**config.mk**
```make
export PLATFORM = sky130hd
export DESIGN_NAME = gmfd_ctrl
export DESIGN_NICKNAME = d
export VERILOG_FILES = /design/src/gmfd_pkg.sv /design/src/gmfd_ctrl.sv
export SDC_FILE = /design/constraint.sdc
export NUM_CORES = 1
export LEC_CHECK = 0
export BUFFER_PORTS_ARGS = -buffer_cell sky130_fd_sc_hd__buf_2
export CORE_AREA = 2 2 39 41
export DETAILED_ROUTE_END_ITERATION = 12
export DIE_AREA = 0 0 41 43
export HOLD_SLACK_MARGIN = 0.08
export SETUP_SLACK_MARGIN = 0.1
export SYNTH_ARGS = -nofsm -noshare
export SYNTH_HDL_FRONTEND = slang
export SYNTH_SLANG_ARGS = --single-unit
```
**constraint.sdc**
```tcl
create_clock -name clock -period 2.21 [get_ports clock]
set_clock_uncertainty 0.1 [all_clocks]
set_input_delay 0 -clock clock [delete_from_list [all_inputs] [get_ports clock]]
set_output_delay 0 -clock clock [all_outputs]
set_load 0.05 [all_outputs]
```
**src/gmfd_pkg.sv**
```systemverilog
// Package for the forward-difference gradient magnitude block.
// Holds field widths, register indexes, job codes and the controller/datapath
// command and status types. No dependencies.
`default_nettype none

package gmfd_pkg;

   localparam int MAX_WIDTH_DEFAULT = 1024;
   localparam int RESET_WIDTH       = 1024;
   localparam int RESET_HEIGHT      = 1024;
   localparam int ROW_LIMIT         = 4096;

   localparam int PIX_W       = 8;
   localparam int COL_W       = 10;
   localparam int ROW_W       = 12;
   localparam int IMG_W_FIELD = 11;
   localparam int IMG_H_FIELD = 13;
   localparam int CSR_W       = 13;
   localparam int CSR_IDX_W   = 1;
   localparam int SUM_W       = 17;
   localparam int ROOT_W      = 8;

   localparam logic [CSR_IDX_W-1:0] CSR_IMAGE_WIDTH  = 1'd0;
   localparam logic [CSR_IDX_W-1:0] CSR_IMAGE_HEIGHT = 1'd1;

   typedef logic [1:0] job_type;

   localparam job_type JOB_ABOVE = 2'd0;
   localparam job_type JOB_LEFT  = 2'd1;
   localparam job_type JOB_SELF  = 2'd2;
   localparam job_type JOB_NONE  = 2'd3;

   typedef struct packed {
      logic    take_pixel;
      logic    rd_next;
      logic    cap_a;
      logic    cap_b;
      logic    load_job;
      job_type job;
      logic    square;
      logic    out_load;
      logic    wr_line;
   } gmfd_cmd_type;

   typedef struct packed {
      logic y_ge1;
      logic last_row;
      logic x_ge1;
      logic x_last;
      logic root_busy;
      logic out_free;
   } gmfd_status_type;

endpackage

`default_nettype wire

```
**src/gmfd_ctrl.sv**
```systemverilog
// Controller state machine: sequences line store reads, the up to three
// results of one item, and the line store write. Depends on gmfd_pkg.
`default_nettype none

module gmfd_ctrl (
   input  wire logic                      clock,
   input  wire logic                      reset,
   input  wire logic                      req_valid,
   output logic                           req_ready,
   input  wire gmfd_pkg::gmfd_status_type status,
   output gmfd_pkg::gmfd_cmd_type         cmd
);
   import gmfd_pkg::*;

   localparam logic [2:0] S_IDLE = 3'd0;
   localparam logic [2:0] S_RDA  = 3'd1;
   localparam logic [2:0] S_RDB  = 3'd2;
   localparam logic [2:0] S_LOAD = 3'd3;
   localparam logic [2:0] S_SQ   = 3'd4;
   localparam logic [2:0] S_ROOT = 3'd5;
   localparam logic [2:0] S_OUT  = 3'd6;
   localparam logic [2:0] S_WR   = 3'd7;

   logic [2:0] state_ff, state_in;
   job_type    job_ff, job_in;

   function automatic job_type succ(input job_type j);
      job_type n;
      n = JOB_NONE;
      unique case (j)
         JOB_ABOVE: n = JOB_LEFT;
         JOB_LEFT:  n = JOB_SELF;
         JOB_SELF:  n = JOB_NONE;
         JOB_NONE:  n = JOB_NONE;
      endcase
      return n;
   endfunction

   function automatic job_type first_from(input job_type start,
                                          input gmfd_status_type st);
      logic en_above;
      logic en_left;
      logic en_self;
      job_type j;
      en_above = st.y_ge1;
      en_left  = st.last_row && st.x_ge1;
      en_self  = st.last_row && st.x_last;
      priority if (start == JOB_ABOVE && en_above) begin
         j = JOB_ABOVE;
      end else if ((start == JOB_ABOVE || start == JOB_LEFT) && en_left) begin
         j = JOB_LEFT;
      end else if (start != JOB_NONE && en_self) begin
         j = JOB_SELF;
      end else begin
         j = JOB_NONE;
      end
      return j;
   endfunction

   always_comb begin
      job_type nj;
      state_in = state_ff;
      job_in   = job_ff;
      cmd      = '0;
      cmd.job  = job_ff;
      nj       = JOB_NONE;
      unique case (state_ff)
         S_IDLE: begin
            if (req_valid) begin
               cmd.take_pixel = 1'b1;
               if (status.y_ge1) begin
                  state_in = S_RDA;
               end else begin
                  nj       = first_from(JOB_ABOVE, status);
                  job_in   = nj;
                  state_in = (nj == JOB_NONE) ? S_WR : S_LOAD;
               end
            end
         end
         S_RDA: begin
            cmd.cap_a   = 1'b1;
            cmd.rd_next = 1'b1;
            state_in    = S_RDB;
         end
         S_RDB: begin
            cmd.cap_b = 1'b1;
            job_in    = first_from(JOB_ABOVE, status);
            state_in  = S_LOAD;
         end
         S_LOAD: begin
            cmd.load_job = 1'b1;
            state_in     = S_SQ;
         end
         S_SQ: begin
            cmd.square = 1'b1;
            state_in   = S_ROOT;
         end
         S_ROOT: begin
            if (!status.root_busy) begin
               state_in = S_OUT;
            end
         end
         S_OUT: begin
            if (status.out_free) begin
               cmd.out_load = 1'b1;
               nj           = first_from(succ(job_ff), status);
               job_in       = nj;
               state_in     = (nj == JOB_NONE) ? S_WR : S_LOAD;
            end
         end
         S_WR: begin
            cmd.wr_line = 1'b1;
            state_in    = S_IDLE;
         end
      endcase
   end

   always_ff @(posedge clock) begin
      if (reset) begin
         state_ff <= S_IDLE;
         job_ff   <= JOB_NONE;
      end else begin
         state_ff <= state_in;
         job_ff   <= job_in;
      end
   end

   assign req_ready = (state_ff == S_IDLE);

endmodule

`default_nettype wire

```
-- Word level (Yosys, flattened, before mapping)
Index checks and enable logic that the tools add are counted.
- reduce and logical (&&, ||, !) cells: 13
- mux-type cells: 34
- equal/unequal tests: 18
- operator list (operator ; count):
    two-way mux 2 bit ; 15
    one-hot mux 3 bit (8 select lines) ; 1
    two-way mux 3 bit ; 6
    equality test 3 bit, second input constant ; 4
    one-hot mux 2 bit (3 select lines) ; 2
    two-way mux 1 bit ; 10
    inequality test 2 bit, second input constant ; 5
    equality test 2 bit, second input constant ; 4
    equality test 3 x 2 -> 1 bit, second input constant ; 2
    logical AND 1 bit ; 5
    equality test 2 x 1 -> 1 bit, second input constant ; 2
    zero test 2 bit ; 2
    AND reduction 4 bit ; 1
    equality test 3 x 1 -> 1 bit, second input constant ; 1
    zero test 3 bit ; 1
    AND reduction 3 bit ; 1
    nonzero test 3 bit ; 1
    OR reduction 2 bit ; 1
    logical OR 1 bit ; 1
- word-level logic and storage cells: 67
- register bits: 5
- input bits: 9

-- Logic depth before layout (Yosys ltp)
Gate-level depths: netlist (run 1).
- word-level depth: 16
- mapped depth: 5
- depth with buffers taken out: 4

-- Worst setup path after synthesis (run 1)
OpenSTA, ideal clock, no wires.
- path kind: register to output
- from: reg state_ff[0]
- to: out cmd[8] (netlist bit)
- required time: 2110 ps
- arrival: 2112 ps
- path slack: -2 ps
- buffers on the path: 2
- stages on the path, launching flop included: 5
- cell sequence: dfxtp_1 -> buf_2 -> inv_1 -> nor3_1 -> buf_4
- RTL lines (item ; line ; RTL):
    from (decl) ; gmfd_ctrl.sv:24 ; logic [2:0] state_ff, state_in;
    from (signal assigned) ; gmfd_ctrl.sv:123 ; state_ff <= state_in;
    to (decl) ; gmfd_ctrl.sv:11 ; output gmfd_pkg::gmfd_cmd_type cmd

-- Worst setup path after layout (run 1)
- from: reg state_ff[2]
- to: reg state_ff[1]
- longest elaborated chain between the ends: 3
- elaborated cells between the ends (all ways): 13
- classes of those cells: 10 x eq/ne; 1 x mux; 2 x reduce/logical
- ends and longest elaborated chain (item ; line ; RTL):
    equality test 3 bit or zero test 3 bit (tied branches) ; gmfd_ctrl.sv:67 ; unique case (state_ff)
    inequality test 2 bit (no line) ; -- ;
    AND reduction 3 bit (no line) ; -- ;
Parallel ways exist; a longest one is shown, timed or not.
A chain may end at the register's enable or synchronous reset.

==> flow_metrics.tcl, run 1 <==
set metrics [dict create \
    synth_top_area_frac 0.246 \
    status "finished clean" \
    max_freq_mhz 517 \
    p_switching_mw 0.257 \
    fin_hold_ws_ns 0.111 \
    power.leakage_nw 0.247 \
    sw_frac_of_total 0.495 \
    clkPwrFrac 0.214 \
    gp_congestion 0.783 \
    dp_hpwl_um 786 \
    worstSetupPathType "flop to flop" \
    cellPowerDensity_nw_per_um2 860 \
    synth_ff_type "dfxtp_1" \
    crit_chain "or3b_4 > a311oi_1 > dlygate4sd3_1" \
    finalSetupViolations 0 \
    die_h_um 43 \
    power.total_mw 0.521 \
    synth-edff-count 0 \
    cts_tree "built" \
    grt_pass1_vias 393 \
    ioPinCount 20 \
    period_share 0.875 \
    slew-limit-headroom 0.691 \
    io_buffers 19 \
    max_slew.worst_pin.slew_ns 0.463 \
    final.setup.tns_ns 0 \
    fin_cells 98 \
    maxSlewViolCount 0 \
    wl_per_cell_um 11.2 \
    crit_path_top_delay_cell "dlygate4sd3_1" \
    n_antenna_cell 0 \
    synth.area.top_cells "dfxtp_1 (25%), nor3_1 (7.4%), a31oi_4 (5.2%)" \
    numCtsBuffers 3 \
    vias 482 \
    dp_cells 87 \
    drive_above_1_share 0.354 \
    grt_pass1_wl_um 1640 \
    yosys_warnings 0 \
    totalWireLength_um 1090 \
    drc 0 \
    antenna_found_initial 0 \
    synth_largest_area_cell "dfxtp_1" \
    ant_nets 0 \
    h-tree-depth 1 \
    period_needed_ns 1.93 \
    yosys-top-cells-count "nor3_1 (6), dfxtp_1 (5), nand2_1 (5), nor2_1 (5), a21oi_1 (4)" \
    cts.repair.resized 0 \
    area_growth_pct 48.9 \
    crit_path_end_kind "flop" \
    avgSynthCellArea_um2 7.26 \
    p_comb_frac 0.507 \
    netlist_area_um2 407 \
    cts.sinks 5 \
    async_reset_ff_frac 0 \
    path_clk_slew_ns 0.05 \
    placed_area_um2 509 \
    rsz0062_at_grt "no" \
    core_region_area_um2 1380 \
    worstSetupStartpointType "flop" \
    cpPeakStageDelay_ns 0.59 \
    start_util 0.294 \
    clk_latency_ns 0.24 \
    p_int_mw 0.263 \
    critPathRequiredTime_ns 2.29 \
    hold_path_class "primary input to flop" \
    ctsRootBufferMaster "clkbuf_4" \
    hold_viol 0 \
    cp.arrival_ns 2.02 \
    viasPerCell 4.92 \
    ys_seq_area_frac 0.246 \
    die_w_um 41 \
    p_seq_frac 0.279 \
    worst_slack_ns 0.275 \
    drt-pass1-iter-count 4 \
    grt-ovfl-total 0 \
    yosysMostFrequentCell "nor3_1" \
    syn_nets 65 \
    final_nets 92 \
    pre_cts_slack_ns 0.578 \
    grt_max_degree 14 \
    drt_iter0_drc 13 \
    grt_usage 0.129 \
    yosys_register_bits 5 \
    path_delay_family "buffers and inverters" \
    rows 14 \
    cap_violations 0 \
    clock_path_buffers 2 \
    synthCells 56 \
    cp_max_fo 13 \
    die_area_um2 1760 \
    peakVddDrop_mv 0.273 \
    path_buf_inv 1 \
    synth.distinct_cells 27 \
    final_util 0.438 \
    final_cell_area_um2 606 \
]
==> worst min-delay path, delay by kind of cell <==
kind	cells	cell delay, ns
AOI/OAI and AO/OA	2	0.21
buffers and inverters	1	0.12
and+or+nand+nor	1	0.07
==> final timing paths <==
kind / slack, ns / endpoint / cells past startpoint / startpoint
setup / recovery: 0.28 / state_ff[1] / 3 / state_ff[2]
hold / removal: 0.11 / job_ff[0] / 4 / status[2]
setup reg to reg: 0.28 / state_ff[1] / 3 / state_ff[2]
hold reg to reg: 0.48 / job_ff[0] / 2 / job_ff[0]
==> power groups by stage <==
stage               clock (mW)  combinational (mW)  sequential, mW
floorplan                    0               0.218           0.128
global placement             0               0.247           0.144
detailed placement           0               0.246           0.146
CTS                      0.112               0.264           0.144
global route             0.120               0.281           0.148
finish                   0.112               0.264           0.145
==> routing by layer <==
layer  GRT usage  vias up  wire length [um]
li1            -      258                 -
met1       0.175      216               531
met2       0.203        8               535
met3      0.0314        0                26
met4      0.0200        0                 0
met5           0        -                 0
==> cells in the final DEF, fill, tap and decap left out, types with 2 or more instances in the layout <==
cell type / netlist / routed
a211oi_1: 2 / 2
a21oi_1: 4 / 4
a221oi_1: 2 / 2
buf_2: 3 / 19
clkbuf_4: 0 / 3
dfxtp_1: 5 / 5
dlygate4sd3_1: 0 / 7
inv_1: 3 / 3
nand2_1: 5 / 5
nand3_1: 2 / 2
nor2_1: 5 / 5
nor3_1: 6 / 4
nor3_2: 0 / 2
o21ai_0: 3 / 3
==> repair_timing <==
item / CTS / global route
hold buffers: 7 / 0
endpoints found under the hold margin: 5 / 0
buffers inserted: 0 / 0
==> sequential cells by signal, summed over array words and instances, names as in the netlist <==
| name | count |
|---|---|
| job_ff | 2 |
| state_ff | 3 |
==> final cells by class <==
class	count	area, um2
Timing Repair Buffer	26	165
Clock buffer	4	26.3
Inverter	3	11.3
Multi-Input combinational cell	44	283
Sequential cell	5	100
Tap cell	16	20.0
Fill cell	143	778
==> logic make-up (layout without fill, tap and decap cells) <==
family                 Yosys count  in the layout  synth area share
AND/OR/NAND/NOR                 27             27             0.360
AO/OA/AOI/OAI                   16             16             0.289
buffers and inverters            7             33            0.0831
flip-flops                       5              5             0.246
XOR/XNOR                         1              1            0.0215
No activity file was read; power rests on OpenSTA's default activity.
==> inputs of run 2 (changes only) <==
Settings changed: ABC_AREA set to 1.
==> flow_metrics.tcl, run 2 <==
set metrics [dict create \
    worstReg2RegStart "state_ff[1]" \
    start_util 0.306 \
    vias 533 \
    synth_largest_area_cell "dfxtp_1" \
    peakVddDrop_mv 0.653 \
    dp_hpwl_um 811 \
    final_nets 108 \
    viasPerCell 4.68 \
    synth_ff_type "dfxtp_1" \
    critPathRequiredTime_ns 2.24 \
    ioPinCount 20 \
    mostFrequentLayoutCell "nand2_1" \
    core_region_area_um2 1380 \
    path_clk_slew_ns 0.05 \
    worstSetupStartpointType "flop" \
    area_growth_pct 39.9 \
    gp_congestion 0.743 \
    netlist_area_um2 423 \
    grt_usage 0.136 \
    synthCells 73 \
    period_share 0.774 \
    final_cell_area_um2 592 \
    yosysMostFrequentCell "nand2_1" \
    ys_seq_area_frac 0.237 \
    mostFrequentLayoutCells "nand2_1 (21), buf_2 (19), nor2_1 (12)" \
    io_buffers 19 \
    min_to "state_ff[2]" \
    async_reset_ff_frac 0 \
    hold-path-cell-count 5 \
    yosys_warnings 0 \
    die_w_um 41 \
    placed_area_um2 526 \
    ant_nets 0 \
    n_fill_cell 164 \
    synth-edff-count 0 \
    final_util 0.428 \
    grt_max_degree 9 \
    hold_path_class "primary input to flop" \
    grt_pass1_vias 422 \
    drt_iter0_drc 7 \
    ctsRootBufferMaster "clkbuf_4" \
    syn_nets 82 \
    drive_above_1_share 0.337 \
    clock_path_buffers 2 \
    drt-pass1-iter-count 4 \
    max_slew.worst_pin.slew_ns 0.294 \
    crit_path_end_kind "flop" \
    reg2reg_to "state_ff[0]" \
    yosys_register_bits 5 \
    period_needed_ns 1.71 \
    post_cts_buffers 0 \
    synth_top_area_frac 0.237 \
    antenna_found_initial 0 \
    synth.distinct_cells 20 \
    avgSynthCellArea_um2 5.79 \
    clk_latency_ns 0.25 \
    max_freq_mhz 585 \
    synth.area.top_cells "dfxtp_1 (24%), nand2_1 (19%), nor2_1 (11%)" \
    die_h_um 43 \
    top_register "state_ff" \
    hold_viol 0 \
    wl_per_cell_um 9.11 \
    worstSetupPathType "flop to flop" \
    die_area_um2 1760 \
    cp_max_fo 7 \
    rsz0062_at_grt "no" \
    worst_slack_ns 0.499 \
    largestRegisters "state_ff: 3 flops, job_ff: 2 flops" \
    totalWireLength_um 1040 \
    cp.arrival_ns 1.74 \
    grt_pass1_wl_um 1610 \
    power.leakage_nw 0.344 \
    cellPowerDensity_nw_per_um2 1690 \
    grt-ovfl-total 0 \
    drc 0 \
    cap_violations 0 \
    min_from "status[5]" \
    power.total_mw 1.00 \
    h-tree-depth 1 \
    cts.sinks 5 \
    n_antenna_cell 0 \
    cts.repair.resized 0 \
    finalSetupViolations 0 \
    cts_tree "built" \
    rr_worst_depth 6 \
    numCtsBuffers 3 \
    status "finished clean" \
    largest_reg_flops 3 \
    hold_buffers 4 \
    maxSlewViolCount 0 \
    final.setup.tns_ns 0 \
    rows 14 \
    pre_cts_slack_ns 0.924 \
    r2r_slack_ns 0.50 \
    yosys-top-cells-count "nand2_1 (21), nor2_1 (12), inv_1 (8)" \
    slew-limit-headroom 0.803 \
]
-- run 2: changes by cell type after synthesis, moves of 2 or more --
| cell | before | now |
|---|---|---|
| a21oi_1 | 4 | 1 |
| a221oi_1 | 2 | 0 |
| buf_2 | 3 | 1 |
| inv_1 | 3 | 8 |
| inv_2 | 0 | 4 |
| nand2_1 | 5 | 21 |
| nand3_1 | 2 | 4 |
| nand3_2 | 0 | 4 |
| nor2_1 | 5 | 12 |
| nor3_1 | 6 | 3 |
| o21ai_0 | 3 | 1 |
-- run 2: worst max-delay path by stage --
stage                      startpoint           to
after floorplan           state_ff[2]       cmd[8]
after global placement    state_ff[1]    job_ff[1]
after detailed placement  state_ff[1]    job_ff[1]
after CTS                 state_ff[1]  state_ff[0]
after global routing      state_ff[1]  state_ff[0]
final                     state_ff[1]  state_ff[0]
-- run 2: layout make-up --
cell class / count / area, um2 / share of cell area
clock buffers: 4 / 26.3 / 0.0444
flip-flops and latches: 5 / 100 / 0.169
well taps: 16 / 20.0 / 0.0338
repair buffers: 23 / 135 / 0.228
multi-input cells: 54 / 265 / 0.448
inverters: 12 / 45.0 / 0.0761
-- run 2: layer usage --
metal | track usage | vias up | wire (um)
met4 | 0.0200 | 0 | 0
li1 | - | 284 | -
met2 | 0.191 | 17 | 462
met3 | 0.0942 | 0 | 75
met1 | 0.171 | 232 | 500
met5 | 0 | - | 0
-- run 2: through the flow --
| step | std cells | hold WS, ns |
|---|---|---|
| 6_report | 114 | 0.0986 |
| 5_1_grt | 114 | 0.132 |
| 4_1_cts | 114 | 0.100 |
| 3_5_place_dp | 106 | 0.0876 |
| 3_3_place_gp | 106 | 0.0856 |
| 2_1_floorplan | 73 | -0.0222 |
-- run 2: cells by family after synthesis --
logic type             after synthesis  share of synthesized area
buffers and inverters               14                      0.136
AND/OR/NAND/NOR                     48                      0.533
AO/OA/AOI/OAI                        6                     0.0947
flip-flops                           5                      0.237
-- run 2: critical path: stages, from the launching register on --
cell,delay [ns]
dfxtp_1,0.47
inv_2,0.10
nor2_1,0.13
nand3_2,0.11
nand2_1,0.09
a211oi_1,0.04
dlygate4sd3_1,0.56
-- run 2: power by group --
group          switching [mW]  internal (mW)
registers              0.0699          0.134
logic                   0.507          0.181
clock network          0.0413         0.0685
==> inputs of run 3 (changes only) <==
Clock period 2.21 ns to 1.6 ns, I/O delays scaled along.
==> flow_metrics.tcl, run 3 (same netlist as run 2, synthesis figures left out) <==
set metrics [dict create \
    totalWireLength_um 1010 \
    grt_pass1_wl_um 1500 \
    regArea_um2 100 \
    routed.top_layer "met3" \
    cap_violations 0 \
    rr_worst_depth 7 \
    met1Wirelength_um 473 \
    crit_path_end_kind "output pin" \
    cellPowerDensity_nw_per_um2 2330 \
    status "finished clean" \
    period_share 0.878 \
    drc 0 \
    peakVddDrop_mv 0.749 \
    wl_per_cell_um 8.89 \
    cp-endpoint "cmd[1]" \
    grt_max_degree 9 \
    antenna_found_initial 0 \
    power.leakage_nw 0.342 \
    mostFrequentLayoutCells "nand2_1 (21), buf_2 (18), nor2_1 (12)" \
    multiInputGateArea_um2 275 \
    n_fill_cell 160 \
    largest_reg_flops 3 \
    rsz0062_at_grt "no" \
    sw_frac_of_total 0.618 \
    p_seq_frac 0.206 \
    max_slew.worst_pin.slew_ns 0.311 \
    critPathRequiredTime_ns 1.50 \
    met2_length_um 479 \
    maxSlewViolCount 0 \
    clock_path_buffers 2 \
    p_comb_frac 0.692 \
    largestRegisters "state_ff: 3 flops, job_ff: 2 flops" \
    cp.arrival_ns 1.31 \
    drive_above_1_share 0.361 \
    final_cell_area_um2 594 \
    ioPinCount 20 \
    grt_usage 0.124 \
    ant_nets 0 \
    p_int_mw 0.527 \
    rows 14 \
    max_freq_mhz 712 \
    worstReg2RegStart "state_ff[1]" \
    slew-limit-headroom 0.792 \
    clk_latency_ns 0.24 \
    final_nets 107 \
    die_area_um2 1760 \
    period_needed_ns 1.41 \
    worstSetupStartpointType "flop" \
    path_clk_slew_ns 0.04 \
    vias 507 \
    grt_pass1_vias 419 \
    n_antenna_cell 0 \
    grt-ovfl-total 0 \
    viasPerCell 4.49 \
    final_util 0.429 \
    drt-pass1-iter-count 3 \
    die_h_um 43 \
    core_region_area_um2 1380 \
    clkPwrFrac 0.102 \
    top_register "state_ff" \
    ctsRootBufferMaster "clkbuf_4" \
    worst_slack_ns 0.195 \
    start_util 0.306 \
    final.setup.tns_ns 0 \
    die_w_um 41 \
    cp-startpoint "state_ff[2]" \
    r2r_slack_ns 0.31 \
    h-tree-depth 1 \
    io_buffers 19 \
    drt_iter0_drc 11 \
    dp_hpwl_um 815 \
    hold_viol 0 \
    cp_max_fo 8 \
    p_switching_mw 0.855 \
    reg2reg_to "job_ff[0]" \
    mostFrequentLayoutCell "nand2_1" \
    cts.sinks 5 \
    gp_congestion 0.741 \
    placed_area_um2 536 \
    cts_tree "built" \
    numCtsBuffers 3 \
    worstSetupPathType "flop to output pin" \
    finalSetupViolations 0 \
    area_growth_pct 40.5 \
    dr_wl_met3_um 52 \
    pre_cts_slack_ns 0.329 \
    hold_path_class "primary input to flop" \
]
==> run 3: cell types whose count changed in the layout (fill, tap and decap cells not counted), sizes merged <==
cell | previous run | this run
buf | 19 | 18
clkbuf | 4 | 5
dlygate4sd3 | 4 | 3
==> run 3: how the worst min path moves through the flow <==
stage               from          end  slack, ns  depth (start not counted)
2_1_floorplan      reset  state_ff[0]      -0.02                          1
3_5_place_dp       reset  state_ff[0]       0.09                          2
4_1_cts        req_valid  state_ff[2]       0.09                          5
5_1_grt        status[5]  state_ff[2]       0.12                          5
3_3_place_gp       reset  state_ff[0]       0.09                          2
6_report       req_valid  state_ff[2]        0.1                          5
==> run 3: critical path, stage by stage (launching register included) <==
cell and delay, ns:
dfxtp_1 0.49, inv_2 0.13, nor3_2 0.17, buf_2 0.27
==> run 3: final cells by class <==
class | instances | share of cell area
inverters | 12 | 0.0758
flip-flops and latches | 5 | 0.168
clock buffers | 4 | 0.0442
multi-input cells | 54 | 0.463
repair buffers | 22 | 0.215
well taps | 16 | 0.0337
==> run 3: through the flow <==
stage          hold slack (ns)  total power, mW  std cells
6_report                0.0991             1.38        113
3_3_place_gp            0.0857             1.23        106
2_1_floorplan          -0.0222             1.07         73
3_5_place_dp            0.0883             1.23        106
4_1_cts                 0.0932             1.39        113
5_1_grt                  0.120             1.49        113
==> run 3: repair_timing <==
action	CTS	global route
buffers inserted	0	0
gates resized for setup	0	1
hold buffers	3	0
endpoints found under the hold margin	5	0
endpoints found under the setup margin	0	1
==> run 3: routing by layer <==
metal	up-vias	global-route usage
met5	-	0
met4	0	0.0800
met3	0	0.0157
met2	11	0.200
met1	218	0.142
li1	278	-
==> run 3: power by group through the flow <==
stage | combinational (mW) | clock (mW) | sequential (mW)
floorplan | 0.739 | 0 | 0.329
global placement | 0.945 | 0 | 0.286
detailed placement | 0.949 | 0 | 0.284
CTS | 0.959 | 0.151 | 0.282
global route | 1.04 | 0.157 | 0.292
finish | 0.956 | 0.141 | 0.285
